===== src/rtl/mrrfc_pkg.sv =====
// Types and constants of the Modbus RTU request frame checker.
`timescale 1ns / 1ps

package mrrfc_pkg;

	// Configuration port.
	localparam int unsigned CFG_INDEX_W = 3;
	localparam int unsigned CFG_DATA_W  = 11;

	localparam logic [CFG_INDEX_W-1:0] CFG_MAX_READ_COILS    = 3'd0;
	localparam logic [CFG_INDEX_W-1:0] CFG_MAX_READ_DISCRETE = 3'd1;
	localparam logic [CFG_INDEX_W-1:0] CFG_MAX_READ_HOLDING  = 3'd2;
	localparam logic [CFG_INDEX_W-1:0] CFG_MAX_READ_INPUT    = 3'd3;

	// Reset values of the quantity limits.
	localparam logic [10:0] RST_MAX_READ_COILS    = 11'd2000;
	localparam logic [10:0] RST_MAX_READ_DISCRETE = 11'd2000;
	localparam logic [6:0]  RST_MAX_READ_HOLDING  = 7'd125;
	localparam logic [6:0]  RST_MAX_READ_INPUT    = 7'd125;

	// Function codes.
	localparam logic [7:0] FC_READ_COILS      = 8'd1;
	localparam logic [7:0] FC_READ_DISCRETE   = 8'd2;
	localparam logic [7:0] FC_READ_HOLDING    = 8'd3;
	localparam logic [7:0] FC_READ_INPUT      = 8'd4;
	localparam logic [7:0] FC_WRITE_COIL      = 8'd5;
	localparam logic [7:0] FC_WRITE_REGISTER  = 8'd6;
	localparam logic [7:0] FC_WRITE_COILS     = 8'd15;
	localparam logic [7:0] FC_WRITE_REGISTERS = 8'd16;

	// Protocol limits.
	localparam int unsigned LEN_W = 10;
	localparam logic [LEN_W-1:0] LEN_FIXED      = 10'd8;
	localparam logic [LEN_W-1:0] LEN_MULTI_BASE = 10'd9;
	localparam logic [15:0] QTY_MAX_WRITE_COILS = 16'd1968;
	localparam logic [15:0] QTY_MAX_WRITE_REGS  = 16'd123;
	localparam logic [7:0]  STATION_MAX         = 8'd247;
	localparam logic [15:0] COIL_ON             = 16'hFF00;
	localparam logic [15:0] COIL_OFF            = 16'h0000;
	localparam logic [15:0] CRC_INIT            = 16'hFFFF;
	localparam logic [15:0] CRC_POLY            = 16'hA001;

	// Result status codes.
	typedef enum logic [3:0] {
		ST_OK         = 4'd0,
		ST_LENGTH     = 4'd1,
		ST_FUNCTION   = 4'd2,
		ST_CRC        = 4'd3,
		ST_STATION    = 4'd4,
		ST_QUANTITY   = 4'd5,
		ST_RANGE      = 4'd6,
		ST_VALUE      = 4'd7,
		ST_BYTE_COUNT = 4'd8
	} status_t;

	// Quantity limits written through the configuration port.
	typedef struct packed {
		logic [10:0] read_coils;
		logic [10:0] read_discrete;
		logic [6:0]  read_holding;
		logic [6:0]  read_input;
	} limits_t;

	// Captured frame contents as seen after the final byte.
	typedef struct packed {
		logic [7:0]  station;
		logic [7:0]  function_code;
		logic [15:0] start;
		logic [15:0] quantity;
		logic [7:0]  declared_count;
		logic [7:0]  padding;
		logic [7:0]  crc_low;
		logic [7:0]  crc_high;
		logic [15:0] crc_expected;
	} frame_fields_t;

endpackage


===== src/rtl/mrrfc_eval.sv =====
// Status evaluation of a completed request frame.
`timescale 1ns / 1ps

module mrrfc_eval #(
	parameter int unsigned POS_W           = 9,
	parameter int unsigned MIN_FRAME_BYTES = 4,
	parameter int unsigned MAX_FRAME_BYTES = 256
) (
	input  logic [POS_W-1:0]         frame_len,
	input  mrrfc_pkg::frame_fields_t fields,
	input  mrrfc_pkg::limits_t       limits,
	output mrrfc_pkg::status_t       status
);

	localparam logic [POS_W-1:0] MIN_LEN = POS_W'(MIN_FRAME_BYTES);
	localparam logic [POS_W-1:0] MAX_LEN = POS_W'(MAX_FRAME_BYTES);

	// Quantity must be 1..limit, and the last addressed item must stay in 16 bits.
	function automatic mrrfc_pkg::status_t range_status(
		input logic [15:0] start,
		input logic [15:0] quantity,
		input logic [15:0] limit
	);
		logic [16:0] sum;
		mrrfc_pkg::status_t st;
		sum = {1'b0, start} + {1'b0, quantity};
		if (quantity == 16'd0 || quantity > limit) begin
			st = mrrfc_pkg::ST_QUANTITY;
		end else if (sum > 17'h10000) begin
			st = mrrfc_pkg::ST_RANGE;
		end else begin
			st = mrrfc_pkg::ST_OK;
		end
		return st;
	endfunction

	logic [mrrfc_pkg::LEN_W-1:0] len_w;
	logic [mrrfc_pkg::LEN_W-1:0] expect_len;
	logic                        known_fn;
	logic                        len_ok_fn;
	logic                        crc_ok;
	logic                        station_ok;
	logic [16:0]                 qty_plus7;
	logic [2:0]                  pad_shift;
	logic                        pad_bad;
	mrrfc_pkg::status_t          rng_st;
	mrrfc_pkg::status_t          func_st;

	// Shared terms of the checks.
	always_comb begin
		len_w      = mrrfc_pkg::LEN_W'(frame_len);
		expect_len = mrrfc_pkg::LEN_MULTI_BASE + mrrfc_pkg::LEN_W'(fields.declared_count);
		crc_ok     = (fields.crc_low == fields.crc_expected[7:0]) &&
			(fields.crc_high == fields.crc_expected[15:8]);
		station_ok = (fields.station != 8'd0) && (fields.station <= mrrfc_pkg::STATION_MAX);
		qty_plus7  = {1'b0, fields.quantity} + 17'd7;
		pad_shift  = fields.quantity[2:0];
		pad_bad    = (pad_shift != 3'd0) && ((fields.padding & (8'hFF << pad_shift)) != 8'd0);
	end

	// Per-function length rule and function-specific checks.
	always_comb begin
		known_fn  = 1'b1;
		len_ok_fn = (len_w == mrrfc_pkg::LEN_FIXED);
		rng_st    = mrrfc_pkg::ST_OK;
		func_st   = mrrfc_pkg::ST_OK;
		case (fields.function_code)
			mrrfc_pkg::FC_READ_COILS: begin
				func_st = range_status(fields.start, fields.quantity,
					16'(limits.read_coils));
			end
			mrrfc_pkg::FC_READ_DISCRETE: begin
				func_st = range_status(fields.start, fields.quantity,
					16'(limits.read_discrete));
			end
			mrrfc_pkg::FC_READ_HOLDING: begin
				func_st = range_status(fields.start, fields.quantity,
					16'(limits.read_holding));
			end
			mrrfc_pkg::FC_READ_INPUT: begin
				func_st = range_status(fields.start, fields.quantity,
					16'(limits.read_input));
			end
			mrrfc_pkg::FC_WRITE_COIL: begin
				if (fields.quantity != mrrfc_pkg::COIL_OFF &&
					fields.quantity != mrrfc_pkg::COIL_ON) begin
					func_st = mrrfc_pkg::ST_VALUE;
				end
			end
			mrrfc_pkg::FC_WRITE_REGISTER: begin
				func_st = mrrfc_pkg::ST_OK;
			end
			mrrfc_pkg::FC_WRITE_COILS: begin
				len_ok_fn = (len_w >= mrrfc_pkg::LEN_MULTI_BASE) && (len_w == expect_len);
				rng_st = range_status(fields.start, fields.quantity,
					mrrfc_pkg::QTY_MAX_WRITE_COILS);
				if (rng_st != mrrfc_pkg::ST_OK) begin
					func_st = rng_st;
				end else if (fields.declared_count != qty_plus7[10:3]) begin
					func_st = mrrfc_pkg::ST_BYTE_COUNT;
				end else if (pad_bad) begin
					func_st = mrrfc_pkg::ST_VALUE;
				end
			end
			mrrfc_pkg::FC_WRITE_REGISTERS: begin
				len_ok_fn = (len_w >= mrrfc_pkg::LEN_MULTI_BASE) && (len_w == expect_len);
				rng_st = range_status(fields.start, fields.quantity,
					mrrfc_pkg::QTY_MAX_WRITE_REGS);
				if (rng_st != mrrfc_pkg::ST_OK) begin
					func_st = rng_st;
				end else if (fields.declared_count != {fields.quantity[6:0], 1'b0}) begin
					func_st = mrrfc_pkg::ST_BYTE_COUNT;
				end
			end
			default: begin
				known_fn = 1'b0;
			end
		endcase
	end

	// The first failing check in order gives the status.
	always_comb begin
		if (frame_len < MIN_LEN || frame_len > MAX_LEN) begin
			status = mrrfc_pkg::ST_LENGTH;
		end else if (!known_fn) begin
			status = mrrfc_pkg::ST_FUNCTION;
		end else if (!len_ok_fn) begin
			status = mrrfc_pkg::ST_LENGTH;
		end else if (!crc_ok) begin
			status = mrrfc_pkg::ST_CRC;
		end else if (!station_ok) begin
			status = mrrfc_pkg::ST_STATION;
		end else begin
			status = func_st;
		end
	end

endmodule


===== config.mk =====
export PLATFORM = sky130hd
export DESIGN_NAME = mrrfc_eval
export DESIGN_NICKNAME = d
export VERILOG_FILES = /design/src/rtl/mrrfc_pkg.sv /design/src/rtl/mrrfc_eval.sv
export SDC_FILE = /design/constraint.sdc
export NUM_CORES = 1
export LEC_CHECK = 0
export BUFFER_PORTS_ARGS = -buffer_cell sky130_fd_sc_hd__buf_2
export CORE_MARGIN = 2
export CORE_UTILIZATION = 42
export DETAILED_ROUTE_END_ITERATION = 10
export MAX_ROUTING_LAYER = met4
export PLACE_DENSITY = 0.81
export SYNTH_ARGS = -nofsm -noshare
export SYNTH_HDL_FRONTEND = slang
export SYNTH_SLANG_ARGS = --single-unit

===== constraint.sdc =====
create_clock -name vclk -period 3.6
set_input_delay 0.18 -clock vclk [all_inputs]
set_output_delay 0.18 -clock vclk [all_outputs]
set_load 0.01 [all_outputs]

==> key figures <==
Timing
  • Accumulated negative setup slack: 0 ns
  • Final hold viol count: 0
  • Max-slew violation count: 0
  • Headroom to the max-slew limit: 0.4530
  • Setup repair after global routing missed its margin: no
  • Post-layout worst setup margin: 0.2554 ns
  • Final critical delay including setup and external delays: 3.345 ns
  • Part of the cycle the worst path needs: 0.9291
  • Final setup vio count: 0
  • Worst Tran Pin Value: 0.8136 ns
  • Maximum clock frequency: 299.0 MHz

Route
  • Vias: 4081
  • First-pass iteration count of the detailed router: 5
  • Via/cell ratio: 5.772
  • Wire length reported by the detailed router: 10190 um
  • Average routed wire per standard cell: ~14 um
  • DRC marker count from the first detailed-route iteration: a little over 200
  • Residual DRC count: 0
  • Post-DRT Antenna Nets: 0

Pwr
  • Leakage power of the design: 1.938 nW
  • P per Cell Area: around 120 mW/mm2
  • Worst ir drop on vdd: between 0.08 and 0.09 mV

Floorplan
  • I/O Pins: 145
  • Number of standard-cell rows in the floorplan: 31
  • Die area: slightly above 0.008 mm2
  • Initial Utilization: 0.4381
  • Y dimension of the die: 91.21 um
  • Die X-Extent: 91.21 um
  • Placeable core region: 0.007292 mm2

Worst hold path
  • Hold path start: fields[86]
  • Class of the tightest hold or removal check: in -> out

Run
  • Maximum capacitance violations: 0

Place
  • Dpl ws: 0.2176 ns
  • Number of buffer cells added on primary ports: ~140
  • Number of cells after detailed placement: between 700 and 800
  • Area after DPL: 0.004014 mm2
  • Placer congestion estimate: a little under 1
  • Dpl hpwl: 8725 um

Finish
  • Proportion of layout cells with a drive suffix above 1: 0.2648
  • Post-route cell area: 0.004018 mm2
  • Relative area change from synthesis to final layout: 25.77%
  • Inserted Diodes: 0
  • Count of fill cells added during filler insertion: 739
  • Final non-filler cell total: approximately 710
  • Number of flip-flops and latches: 0
  • Sequential cell area: 0 um2
  • Total number of nets in the final design: 805
  • Number of clock buffers in the layout: 0

Synth
  • Top post-synthesis cells by count: sky130_fd_sc_hd__ha_1 (53), sky130_fd_sc_hd__inv_1 (47), sky130_fd_sc_hd__a21oi_1 (37), sky130_fd_sc_hd__nor2_1 (28), sky130_fd_sc_hd__xnor2_1 (27)
  • Yosys warns: 0
  • Top area cells in the synthesized netlist: sky130_fd_sc_hd__ha_1 (21%), sky130_fd_sc_hd__xnor2_1 (7.4%), sky130_fd_sc_hd__a21oi_1 (5.8%), sky130_fd_sc_hd__inv_1 (5.5%), sky130_fd_sc_hd__nor2_1 (3.3%)
  • Number of distinct library cells after synthesis: roughly 70
  • Number of instances in the synthesized netlist: ~470
  • Average size of a mapped cell: 6.753 um2
  • Top cell type by total area after synthesis: sky130_fd_sc_hd__ha_1
  • Mapped cell area: 0.003194 mm2
  • Top-count cell post-synth: sky130_fd_sc_hd__ha_1
  • Sequential fraction of the synthesis area: 0
  • Yosys top cell area share: 0.2076
  • Synthesized Nets: 668

Global route
  • GRT Residual Overflow: 0
  • Largest net degree at the start of global routing: 16
  • First-pass GRT wire length: 17330 um
  • Global-route usage over all layers: 0.2454
  • Initial antenna violation count: 0
  • Vias in the first global route: 4099

CTS
  • Post-CTS Hold Buffers: 0
  • Post-cts repair resize count: 0
  • Post-CTS setup buffer count: 0

Critical path
  • Crit path capture: status[3]
  • Startpoint kind of the worst setup timing path: primary input
  • Crit path arrival time: 3.16 ns
  • Start point of the critical path: fields[48]
  • Required time reported for the critical path endpoint: ~3.4 ns
  • Element type at the critical path end: output port
  • Class of the most critical setup path: in -> out
  • Largest fanout on the critical path: 4

Status
  • Outcome: completed
[how the worst min path moves through the flow]
stage	endpoint	slack, ns	cells after the start
2_1_floorplan	status[2]	0.57	3
6_report	status[2]	0.79	5
3_5_place_dp	status[2]	0.79	5
5_1_grt	status[2]	0.81	5
4_1_cts	status[2]	0.79	5
3_3_place_gp	status[2]	0.75	5
[per-stage QoR]
stage | total power, mW | utilization | hold WS (ns)
floorplan | 0.2994 | - | 0.5655
global placement | 0.4601 | 0.5504 | 0.7546
detailed placement | 0.4733 | 0.5504 | 0.7946
CTS | 0.4765 | 0.5504 | 0.7921
global route | 0.5409 | 0.5510 | 0.8081
finish | 0.4825 | 0.5510 | 0.7889
[metal layers]
layer	GRT usage	up-vias	wire, um
li1	-	2061	-
met1	0.2926	1822	4159
met2	0.4617	185	5104
met3	0.01743	13	817
met4	0.03030	0	109
met5	-	-	0
[power by group]
part           total, mW  switching (mW)  internal, mW
Sequential             0               0             0
Combinational      0.482           0.261         0.222
Clock                  0               0             0
[worst max-delay path, cell delays in order]
cell and delay [ns]:
sky130_fd_sc_hd__buf_2 0.13, sky130_fd_sc_hd__ha_1 0.22, sky130_fd_sc_hd__fa_1 0.42, sky130_fd_sc_hd__a21oi_2 0.21
sky130_fd_sc_hd__o21ai_1 0.14, sky130_fd_sc_hd__o32a_1 0.39, sky130_fd_sc_hd__mux2_2 0.23, sky130_fd_sc_hd__o41ai_1 0.06
sky130_fd_sc_hd__nor4_1 0.31, sky130_fd_sc_hd__o2111ai_1 0.15, sky130_fd_sc_hd__and2_1 0.24, sky130_fd_sc_hd__nor4_1 0.30
sky130_fd_sc_hd__buf_2 0.19
[logic make-up after synthesis]
logic type               count (synthesis)  share of synthesized area
AND/OR/NAND/NOR                        170                     0.2887
AO/OA/AOI/OAI                          147                     0.3079
buffers and inverters                   60                    0.07246
adder cells (fa/ha/maj)                 54                     0.2139
XOR/XNOR                                39                     0.1069
multiplexers                             3                    0.01018
[cells in the final DEF (no fill, tap or decap), types with 4 or more instances in the layout]
cell type	count
sky130_fd_sc_hd__a211oi_1	8
sky130_fd_sc_hd__a21o_1	10
sky130_fd_sc_hd__a21oi_1	36
sky130_fd_sc_hd__a22oi_1	5
sky130_fd_sc_hd__a31oi_1	10
sky130_fd_sc_hd__and2_1	5
sky130_fd_sc_hd__and3_1	4
sky130_fd_sc_hd__buf_2	144
sky130_fd_sc_hd__buf_4	4
sky130_fd_sc_hd__ha_1	53
sky130_fd_sc_hd__inv_1	47
sky130_fd_sc_hd__nand2_1	26
sky130_fd_sc_hd__nand2b_1	7
sky130_fd_sc_hd__nand3_1	19
sky130_fd_sc_hd__nand4_1	13
sky130_fd_sc_hd__nor2_1	28
sky130_fd_sc_hd__nor2b_1	7
sky130_fd_sc_hd__nor3_1	17
sky130_fd_sc_hd__nor4_1	13
sky130_fd_sc_hd__o211ai_1	6
sky130_fd_sc_hd__o21a_1	8
sky130_fd_sc_hd__o21ai_0	20
sky130_fd_sc_hd__o21ai_1	7
sky130_fd_sc_hd__o31ai_1	4
sky130_fd_sc_hd__or3_1	7
sky130_fd_sc_hd__xnor2_1	27
sky130_fd_sc_hd__xor2_1	12
[layout make-up]
class                           instances  area (um2)  share of cell area
Tap cell                               99       123.9             0.03083
Inverter                               47       176.4             0.04391
Timing Repair Buffer                  148       750.7              0.1869
Multi-Input combinational cell        413        2967              0.7384
No activity file was read; power rests on OpenSTA's default activity.
